[src/hdl/nts_pkg.sv]
// ----------------------------------------------------------------------------
// nts_pkg
// Shared types, register indexes and digit helpers for the nixie frame
// sequencer.
// ----------------------------------------------------------------------------
package nts_pkg;

    localparam int TUBES = 6;

    localparam logic [2:0] CFG_DISPLAY_ON  = 3'd0;
    localparam logic [2:0] CFG_BLINK_DOTS  = 3'd1;
    localparam logic [2:0] CFG_HOURS_24    = 3'd2;
    localparam logic [2:0] CFG_CLEAN_HOUR  = 3'd3;
    localparam logic [2:0] CFG_CLEAN_TICKS = 3'd4;

    localparam logic [4:0]  RST_CLEAN_HOUR  = 5'd4;
    localparam logic [11:0] RST_CLEAN_TICKS = 12'd3000;
    localparam logic [4:0]  HOUR_HALF       = 5'd12;
    localparam logic [3:0]  LAST_DIGIT      = 4'd9;

    // lowest frame bit of each tube's cathode group: seconds ones first
    localparam logic [5:0] TUBE_LSB [TUBES] = '{6'd50, 6'd40, 6'd30, 6'd20, 6'd10, 6'd0};

    typedef struct packed {
        logic        display_on;
        logic        blink_dots;
        logic        hours_24;
        logic [4:0]  clean_hour;
        logic [11:0] clean_ticks;
    } nts_cfg_t;

    // digit[0] seconds ones ... digit[5] hours tens
    typedef struct packed {
        logic [TUBES-1:0][3:0] digit;
        logic                  odd;
        logic                  clean;
    } nts_item_t;

    function automatic logic [3:0] div10(input logic [6:0] v);
        logic [14:0] p;
        p = {8'd0, v} * 15'd205;
        return p[14:11];
    endfunction

    function automatic logic [3:0] mod10(input logic [6:0] v);
        logic [6:0] t;
        t = {3'd0, div10(v)} * 7'd10;
        return 4'(v - t);
    endfunction

endpackage

[src/hdl/nts_front.sv]
// ----------------------------------------------------------------------------
// nts_front
// Accepts time ticks, tracks the last time and the cleaning run, and queues
// the digits of each frame to be shown.
// ----------------------------------------------------------------------------
module nts_front import nts_pkg::*; (
    input  logic        aclk,
    input  logic        aresetn,
    input  nts_cfg_t    cfg,
    input  logic        tick_valid,
    input  logic [4:0]  hour,
    input  logic [5:0]  minute,
    input  logic [5:0]  second,
    input  logic        q_full,
    output logic        tick_ready,
    output logic        push,
    output nts_item_t   push_item
);

    logic        have_last_reg, have_last_next;
    logic [4:0]  last_hour_reg, last_hour_next;
    logic [5:0]  last_minute_reg, last_minute_next;
    logic [5:0]  last_second_reg, last_second_next;
    logic        cleaning_reg, cleaning_next;
    logic [3:0]  clean_digit_reg, clean_digit_next;
    logic [11:0] clean_count_reg, clean_count_next;

    logic        take;
    logic        changed;
    logic [4:0]  hh;
    logic [11:0] count_inc;

    assign tick_ready = ~q_full;
    assign take       = tick_valid & tick_ready;
    assign changed    = ~have_last_reg || hour != last_hour_reg
                        || minute != last_minute_reg || second != last_second_reg;
    assign count_inc  = clean_count_reg + 12'd1;

    always_comb begin
        hh = hour;
        if (~cfg.hours_24 && hour >= HOUR_HALF) begin
            hh = hour - HOUR_HALF;
            if (hh == 5'd0) begin
                hh = HOUR_HALF;
            end
        end
    end

    always_comb begin
        have_last_next   = have_last_reg;
        last_hour_next   = last_hour_reg;
        last_minute_next = last_minute_reg;
        last_second_next = last_second_reg;
        cleaning_next    = cleaning_reg;
        clean_digit_next = clean_digit_reg;
        clean_count_next = clean_count_reg;
        push             = 1'b0;
        push_item        = '0;
        if (take) begin
            if (cleaning_reg) begin
                push = 1'b1;
                for (int i = 0; i < TUBES; i++) begin
                    push_item.digit[i] = clean_digit_reg;
                end
                push_item.odd    = clean_digit_reg[0];
                push_item.clean  = 1'b1;
                clean_digit_next = (clean_digit_reg == LAST_DIGIT) ? 4'd0
                                                                   : clean_digit_reg + 4'd1;
                clean_count_next = count_inc;
                if (count_inc >= cfg.clean_ticks) begin
                    cleaning_next    = 1'b0;
                    clean_count_next = 12'd0;
                end
            end else begin
                if (changed) begin
                    push               = 1'b1;
                    have_last_next     = 1'b1;
                    last_hour_next     = hour;
                    last_minute_next   = minute;
                    last_second_next   = second;
                    push_item.digit[0] = mod10({1'b0, second});
                    push_item.digit[1] = div10({1'b0, second});
                    push_item.digit[2] = mod10({1'b0, minute});
                    push_item.digit[3] = div10({1'b0, minute});
                    push_item.digit[4] = mod10({2'b0, hh});
                    push_item.digit[5] = div10({2'b0, hh});
                    push_item.odd      = second[0];
                    push_item.clean    = 1'b0;
                end
                if (have_last_next && last_hour_next == cfg.clean_hour
                    && last_minute_next == 6'd0 && last_second_next == 6'd0) begin
                    cleaning_next = 1'b1;
                end
            end
        end
    end

    always_ff @(posedge aclk) begin
        if (~aresetn) begin
            have_last_reg   <= 1'b0;
            last_hour_reg   <= '0;
            last_minute_reg <= '0;
            last_second_reg <= '0;
            cleaning_reg    <= 1'b0;
            clean_digit_reg <= '0;
            clean_count_reg <= '0;
        end else begin
            have_last_reg   <= have_last_next;
            last_hour_reg   <= last_hour_next;
            last_minute_reg <= last_minute_next;
            last_second_reg <= last_second_next;
            cleaning_reg    <= cleaning_next;
            clean_digit_reg <= clean_digit_next;
            clean_count_reg <= clean_count_next;
        end
    end

endmodule

[src/hdl/nts_queue.sv]
// ----------------------------------------------------------------------------
// nts_queue
// Two-entry queue between the tick front end and the frame builder.
// ----------------------------------------------------------------------------
module nts_queue import nts_pkg::*; (
    input  logic      aclk,
    input  logic      aresetn,
    input  logic      push,
    input  nts_item_t push_item,
    input  logic      pop,
    output logic      full,
    output logic      not_empty,
    output nts_item_t head
);

    nts_item_t  mem_reg [2];
    logic       wr_ptr_reg, wr_ptr_next;
    logic       rd_ptr_reg, rd_ptr_next;
    logic [1:0] count_reg, count_next;

    assign full      = count_reg == 2'd2;
    assign not_empty = count_reg != 2'd0;
    assign head      = mem_reg[rd_ptr_reg];

    always_comb begin
        wr_ptr_next = push ? ~wr_ptr_reg : wr_ptr_reg;
        rd_ptr_next = pop ? ~rd_ptr_reg : rd_ptr_reg;
        count_next  = count_reg + {1'b0, push} - {1'b0, pop};
    end

    always_ff @(posedge aclk) begin
        if (push) begin
            mem_reg[wr_ptr_reg] <= push_item;
        end
    end

    always_ff @(posedge aclk) begin
        if (~aresetn) begin
            wr_ptr_reg <= 1'b0;
            rd_ptr_reg <= 1'b0;
            count_reg  <= '0;
        end else begin
            wr_ptr_reg <= wr_ptr_next;
            rd_ptr_reg <= rd_ptr_next;
            count_reg  <= count_next;
        end
    end

endmodule

[src/hdl/nts_back.sv]
// ----------------------------------------------------------------------------
// nts_back
// Builds the active-low frame from queued digits and holds it in the output
// register until transfer.
// ----------------------------------------------------------------------------
module nts_back import nts_pkg::*; (
    input  logic        aclk,
    input  logic        aresetn,
    input  nts_cfg_t    cfg,
    input  logic        q_not_empty,
    input  nts_item_t   q_head,
    output logic        pop,
    output logic        out_valid,
    output logic [63:0] out_frame,
    output logic        out_clean,
    input  logic        out_ready
);

    logic        valid_reg, valid_next;
    logic [63:0] frame_reg;
    logic        clean_reg;
    logic [63:0] frame_build;
    logic [5:0]  pos [TUBES];

    assign pop        = q_not_empty & (~valid_reg | out_ready);
    assign valid_next = pop | (valid_reg & ~out_ready);
    assign out_valid  = valid_reg;
    assign out_frame  = frame_reg;
    assign out_clean  = clean_reg;

    always_comb begin
        frame_build = '1;
        for (int i = 0; i < TUBES; i++) begin
            pos[i] = TUBE_LSB[i] + {2'b0, q_head.digit[i]};
        end
        if (cfg.display_on) begin
            if (q_head.odd && cfg.blink_dots) begin
                frame_build[63:60] = 4'b0000;
            end
            for (int i = 0; i < TUBES; i++) begin
                frame_build[pos[i]] = 1'b0;
            end
        end
    end

    always_ff @(posedge aclk) begin
        if (pop) begin
            frame_reg <= frame_build;
            clean_reg <= q_head.clean;
        end
    end

    always_ff @(posedge aclk) begin
        if (~aresetn) begin
            valid_reg <= 1'b0;
        end else begin
            valid_reg <= valid_next;
        end
    end

endmodule

[src/hdl/nixie_time_frame_sequencer.sv]
// Path: a tick that yields a frame is written into the two-entry queue, then into the
// output register, and from there shows on m_axis. Throughput: one tick per cycle while
// the queue is not full; the two-entry queue and the output register let input and output stall independently.
// Reset (aresetn low, synchronous) clears time tracking, the cleaning run and the
// queue, and returns the registers to their defaults.
// ----------------------------------------------------------------------------
// nixie_time_frame_sequencer
// Turns time ticks into six-tube active-low frames, with cathode cleaning runs.
// ----------------------------------------------------------------------------
module nixie_time_frame_sequencer import nts_pkg::*; (
    input  logic        aclk,
    input  logic        aresetn,
    input  logic        cfg_we,
    input  logic [2:0]  cfg_index,
    input  logic [11:0] cfg_data,
    input  logic        s_axis_tvalid,
    output logic        s_axis_tready,
    input  logic [23:0] s_axis_tdata,   // hour[4:0], minute[10:5], second[16:11]
    output logic        m_axis_tvalid,
    input  logic        m_axis_tready,
    output logic [63:0] m_axis_tdata,   // frame[63:0]
    output logic [0:0]  m_axis_tuser    // cleaning_now[0]
);

    nts_cfg_t  cfg_reg, cfg_next;
    logic      push, pop, q_full, q_not_empty;
    nts_item_t push_item, q_head;

    always_comb begin
        cfg_next = cfg_reg;
        if (cfg_we) begin
            unique case (cfg_index)
                CFG_DISPLAY_ON:  cfg_next.display_on  = cfg_data[0];
                CFG_BLINK_DOTS:  cfg_next.blink_dots  = cfg_data[0];
                CFG_HOURS_24:    cfg_next.hours_24    = cfg_data[0];
                CFG_CLEAN_HOUR:  cfg_next.clean_hour  = cfg_data[4:0];
                CFG_CLEAN_TICKS: cfg_next.clean_ticks = cfg_data;
                default:         cfg_next = cfg_reg;
            endcase
        end
    end

    always_ff @(posedge aclk) begin
        if (~aresetn) begin
            cfg_reg.display_on  <= 1'b1;
            cfg_reg.blink_dots  <= 1'b1;
            cfg_reg.hours_24    <= 1'b1;
            cfg_reg.clean_hour  <= RST_CLEAN_HOUR;
            cfg_reg.clean_ticks <= RST_CLEAN_TICKS;
        end else begin
            cfg_reg <= cfg_next;
        end
    end

    nts_front u_front (
        .aclk       (aclk),
        .aresetn    (aresetn),
        .cfg        (cfg_reg),
        .tick_valid (s_axis_tvalid),
        .hour       (s_axis_tdata[4:0]),
        .minute     (s_axis_tdata[10:5]),
        .second     (s_axis_tdata[16:11]),
        .q_full     (q_full),
        .tick_ready (s_axis_tready),
        .push       (push),
        .push_item  (push_item)
    );

    nts_queue u_queue (
        .aclk      (aclk),
        .aresetn   (aresetn),
        .push      (push),
        .push_item (push_item),
        .pop       (pop),
        .full      (q_full),
        .not_empty (q_not_empty),
        .head      (q_head)
    );

    nts_back u_back (
        .aclk        (aclk),
        .aresetn     (aresetn),
        .cfg         (cfg_reg),
        .q_not_empty (q_not_empty),
        .q_head      (q_head),
        .pop         (pop),
        .out_valid   (m_axis_tvalid),
        .out_frame   (m_axis_tdata),
        .out_clean   (m_axis_tuser[0]),
        .out_ready   (m_axis_tready)
    );

endmodule

[config.mk]
export PLATFORM = sky130hd
export DESIGN_NAME = nixie_time_frame_sequencer
export DESIGN_NICKNAME = d
export VERILOG_FILES = /design/src/hdl/nts_pkg.sv /design/src/hdl/nts_front.sv /design/src/hdl/nts_queue.sv /design/src/hdl/nts_back.sv /design/src/hdl/nixie_time_frame_sequencer.sv
export SDC_FILE = /design/constraint.sdc
export NUM_CORES = 1
export LEC_CHECK = 0
export BUFFER_PORTS_ARGS = -buffer_cell sky130_fd_sc_hd__buf_4
export CORE_ASPECT_RATIO = 1.2
export CORE_UTILIZATION = 60
export DETAILED_ROUTE_END_ITERATION = 12
export GPL_TIMING_DRIVEN = 1
export PLACE_DENSITY = 0.9
export SYNTH_ARGS = -nofsm -noshare
export SYNTH_HDL_FRONTEND = slang
export SYNTH_SLANG_ARGS = --single-unit
[constraint.sdc]
create_clock -name aclk -period 7 [get_ports aclk]
set_input_delay 1.75 -clock aclk [delete_from_list [all_inputs] [get_ports aclk]]
set_output_delay 1.75 -clock aclk [all_outputs]
set_load 0.02 [all_outputs]
# After elaboration in Yosys (flattened, before gate mapping)
# Memory sizes are Yosys's and may differ from the RTL's. A register that Yosys moved wholly into a read port is not among the register bits.
# Index checks and enable logic that the tools add are counted.
# totals
ff_bits,125
ram_bits,52
input_bits,44
output_inout_bits,67
elab_cells,156
n_memories,1
# mem_list
memory,depth,width,rd,rd_ports_with_merged_regs,wr,line,rtl
u_queue.mem_reg,2,26,1,1,1,nts_queue.sv:16,nts_item_t mem_reg [2];
# classes
addsub,13
n_mul,6
magnitude_cmp,14
n_eq_ne,10
muxes,43
bitwise,25
reduce_logical,26
# op_table
op,n
$and A64 B64 Y64,6
$not A64 Y64,5
$not A16 Y64,1
$mux W26,2
$mux W6,6
$lt A6 B7 Y1 const B,5
$demux W1 S6,5
$ge A6 B1 Y1 const B,5
$mul A6 B8 Y14 const B,2
$mux W5,5
$mux W24,1
$mux W1,19
$reduce_and A2 Y1,7
$mul A5 B8 Y13 const B,1
$add A12 B1 Y12 const B,1
$add A5 B4 Y6 const A,2
$ge A12 B12 Y1,1
$logic_not A6 Y1,2
$mux W12,1
$mux W4,3
$ne A6 B6 Y1,2
$sub A4 B4 Y4,3
$logic_and A1 B1 Y1,11
$not A1 Y1,8
other kinds (26),33

# Depth between registers and ports, before layout
# depth
depth_word,13
depth_mapped,23
ltp_nobuf,22

# Hierarchy
# From an unflattened synthesis, not the netlist that was laid out.
# unflattened
hier_cells,1085
hier_area_um2,11449.7
# by_module_without_submodules
module,n_inst,cells_each,area_per_inst_um2
nts_front,1,541,4618.2
nts_back,1,356,3747.3
nts_queue,1,102,2208.4
nixie_time_frame_sequencer,1,86,875.8

# Worst setup path before layout
# OpenSTA, ideal clock, no wires.
# synth_timing
path_kind,input -> register
startpoint,input m_axis_tready
endpoint,register u_queue.count_reg[1]
t_arrival_ns,5.734
t_required_ns,6.885
slack_ns,1.151
cell_stages,8
path_cell_list,nor2b_1 > nor2_1 > ha_1 > inv_1 > ha_1 > xnor2_1 > xnor2_1 > and2_1
# synth_via
elab_chain_len,3
# synth_rtl
item,line,rtl
from (decl),nixie_time_frame_sequencer.sv:20,"input logic m_axis_tready,"
$or A1 B1 Y1,nts_back.sv:25,assign pop = q_not_empty & (~valid_reg | out_ready);
$and A1 B1 Y1,nts_back.sv:25,
via pop,nixie_time_frame_sequencer.sv:26,"logic push, pop, q_full, q_not_empty;"
$sub A2 B1 Y2,nts_queue.sv:28,"count_next = count_reg + {1'b0, push} - {1'b0, pop};"
to (signal assigned),nts_queue.sv:45,count_reg <= count_next;
to (decl),nts_queue.sv:19,"logic [1:0] count_reg, count_next;"
# The timed path passes the listed nets, and every way through them passes these cells.
# A chain may end at the register's enable or synchronous reset.

==> flow_metrics.py <==
metrics = {
    "critical_path": {
        "crit_path_cell_trace": "buf_4, ha_1, o32a_1, o22ai_2, inv_1, nor2_1, nor2_1, ha_1, inv_1, fa_1, inv_1, ha_1, and4_1, a21oi_1, o211a_2, xnor2_4, ha_1, inv_1, fa_1, xor2_1, xnor2_1, o21ai_1",
        "critical_path.max_stage_delay_ns": 0.45,
        "cpLargestDelayFamily": "adder cells",
        "reg2reg_slack_ns": 2.39,
        "critical_path_class": "primary input to flip-flop",
        "arrival_time_at_the_worst_endpoint_ns": 6.11,
        "timing.rr.start": "cfg_reg[17]",
        "rr_worst_depth": 20,
        "critPathRequiredTime_ns": 7.18,
        "worst-path-buf-inv": 5,
        "endpoint_kind": "flip-flop",
        "cp-start-kind": "primary input",
        "cp_max_fo": 8,
        "critical_path.slowest_cell": "sky130_fd_sc_hd__fa_1",
        "worstReg2RegEnd": "u_queue.mem_reg[0][21]",
    },
    "finish": {
        "layout-drive-gt1-share_pct": 13.8,
        "finish.utilization_pct": 70.5,
        "fillerInstances": 1211,
        "final_nets": 1316,
        "multiInputGateArea_sq_mm": 0.00559,
        "antenna_cells_inserted": 0,
        "flip_flop_count_of_the_largest_register_after_layout": 64,
        "area_delta_synth_final_pct": 13.5,
        "seqCellArea_sq_mm": 0.00456,
    },
    "global_routing": {
        "first_global_vias": 8224,
        "track_usage_pct": 28.4,
        "grt_pass1_wl_mm": 39.9,
        "grt_start_max_net_pins": 68,
        "globalRouteOverflowTotal": 0,
        "antenna_found_initial": 0,
    },
    "synth": {
        "synth.top_cells.by_area": "sky130_fd_sc_hd__edfxtp_1, sky130_fd_sc_hd__dfxtp_1, sky130_fd_sc_hd__ha_1",
        "commonest_cells_in_the_netlist": "sky130_fd_sc_hd__nand2_1, sky130_fd_sc_hd__edfxtp_1, sky130_fd_sc_hd__ha_1",
        "synth_top_area_share_pct": 31.4,
        "synthMostInstantiatedCell": "sky130_fd_sc_hd__nand2_1",
        "avgSynthCellArea_sq_um": 9.80,
        "postSynthRegisterBits": 172,
        "netlist-cell-type-count": 69,
        "mappedNetlistNets": 1235,
        "post_synth_instance_area_sq_mm": 0.0106,
        "ys_async_sr_fraction_pct": 0,
        "synth_ff_type": "sky130_fd_sc_hd__edfxtp_1",
        "synth_seq_area_share_pct": 42.8,
        "yosysWarningCount": 0,
        "synth_enable_flop_cells": 111,
        "yosysTopAreaCell": "sky130_fd_sc_hd__edfxtp_1",
        "netlist_instances": 1085,
    },
    "flow_run": {
        "drv_cap": 0,
    },
    "sta": {
        "layout_min_cycle_time_ns": 5.94,
        "timing.final.setup_violations": 0,
        "max_clock_freq_mhz": 168,
        "max-slew-margin-rel_pct": 27.7,
        "fin_clk_skew_ns": 0.00942,
        "drv_slew": 0,
        "report.final.hold_viol_count": 0,
        "accumulated_negative_setup_slack_ns": 0,
        "worst_pin_slew_ns": 1.08,
        "period_share_pct": 84.8,
        "rsz_0062_raised_after_global_routing": "no",
    },
    "die": {
        "row_count": 52,
        "coreArea_sq_mm": 0.0171,
        "start_util_pct": 62.1,
        "design.portCount": 111,
        "die_w_um": 124,
        "die-height_um": 148,
        "die_area_sq_mm": 0.0183,
    },
    "clock_tree": {
        "post_cts_buffers": 0,
        "clkLatencyLatePin_ns": 0.44,
        "cts.htree.levels": 4,
        "tritoncts": "yes",
        "cts_max_path_buffers": 2,
        "cts.hold.buffers_added": 0,
        "clock-sinks": 172,
        "ctsRootBufferMaster": "sky130_fd_sc_hd__clkbuf_16",
        "clkTransAtPathRegs_ns": 0.07,
        "ctsResizeCount": 0,
        "cts_buffers": 17,
    },
    "placed_design": {
        "hpwlAfterDp_mm": 18.5,
        "port_buffers": 103,
        "place.gp.congestion": 0.992,
    },
    "detailed_routing": {
        "highest_layer": "met4",
        "routed_wl_mm": 24.9,
        "met3_wirelength_mm": 1.38,
        "detail-route-antenna-nets": 0,
        "initialDrtViolationCount": 895,
        "wire_per_inst_um": 17.9,
        "drt_pass_1_iters": 6,
        "num_vias": 8497,
        "dr_wl_met2_mm": 12.6,
        "remaining_drc_errors": 0,
        "routed_via_density": 6.09,
        "wirelength_met1_mm": 9.77,
    },
    "power": {
        "power_dens_cells_mw_per_mm2": 322,
        "static-leakage-power_uw": 0.00489,
        "irDropWorstVdd_v": 0.000184,
    },
    "outcome": {
        "run_status": "finished, final reports clean",
    },
    "hold_path": {
        "worst_hold_path_type": "flip-flop to flip-flop",
        "hold-path-cell-count": 2,
        "hold_end": "cfg_reg[2]",
        "min_from": "cfg_reg[2]",
    },
}
==> metal layers <==
layer	vias to the layer above	track usage [%]
li1	4029	-
met1	3996	32.7
met2	381	49.5
met3	91	4.67
met4	0	16.0
met5	-	0
==> cells by family (layout without fill, tap and decap cells) <==
logic type,after synthesis,after routing,share of synthesized area (%)
simple gates,370,370,16.5
compound gates,220,220,13.7
flops,172,172,42.8
buf+inv,123,217,4.66
fa+ha+maj,106,106,13.7
xor+xnor,55,55,4.88
mux,39,39,3.78
==> power breakdown <==
group,leakage [uW],internal (uW),switching (uW),total (uW)
sequential,0.00145,1360,101,1460
combinational,0.00317,544,984,1530
clock,0.000274,472,421,894
total,0.00489,2370,1510,3880
==> worst max-delay path by stage <==
stage                                from                      to  slack (ns)  cells after the start
final                     s_axis_tdata[2]  u_queue.mem_reg[0][21]        1.06                     22
after global routing      s_axis_tdata[2]  u_queue.mem_reg[1][21]        0.83                     22
after floorplan             m_axis_tready    u_queue.count_reg[1]        1.15                      8
after CTS                 s_axis_tdata[2]  u_queue.mem_reg[1][21]        1.07                     22
after global placement    s_axis_tdata[2]  u_queue.mem_reg[0][21]        0.86                     21
after detailed placement  s_axis_tdata[2]  u_queue.mem_reg[0][21]        0.71                     21
==> metrics by stage <==
stage               cell area [sq um]  std cells  worst slack [ns]  hold WS (ns)  total power [uW]
floorplan                       10600       1085              1.15         0.440              2510
global placement                11500       1363             0.857         0.451              2910
detailed placement              11500       1363             0.708         0.460              2970
CTS                             12100       1395              1.07         0.469              3870
global route                    12100       1395             0.828         0.481              4080
finish                          12100       1395              1.06         0.463              3880
==> final cells by class <==
class                   instances  share of cell area [%]
multi-input cells             790                    46.4
flip-flops and latches        172                    37.8
repair buffers                106                    6.60
clock buffers                  19                    3.67
inverters                      79                    2.46
well taps                     216                    2.24
clock inverters                13                   0.882
==> cells in the final DEF, fill, tap and decap left out, types with 20 or more instances in the layout <==
master and count:
sky130_fd_sc_hd__nand2_1 156, sky130_fd_sc_hd__edfxtp_1 111, sky130_fd_sc_hd__buf_4 106, sky130_fd_sc_hd__ha_1 89
sky130_fd_sc_hd__inv_1 77, sky130_fd_sc_hd__nor2_1 66, sky130_fd_sc_hd__dfxtp_1 59, sky130_fd_sc_hd__o21ai_0 48
sky130_fd_sc_hd__xnor2_1 33, sky130_fd_sc_hd__nor2b_1 32, sky130_fd_sc_hd__mux2i_1 30, sky130_fd_sc_hd__a21oi_1 29
sky130_fd_sc_hd__nand3_1 27, sky130_fd_sc_hd__o22ai_1 22, sky130_fd_sc_hd__o21ai_1 21, sky130_fd_sc_hd__xor2_1 20
==> worst min-delay path, cell delays in order (launching register included) <==
cell	delay (ns)
sky130_fd_sc_hd__dfxtp_1	0.31
sky130_fd_sc_hd__nand2_1	0.04
sky130_fd_sc_hd__a21boi_0	0.06
(Power assumes the default switching activity.)
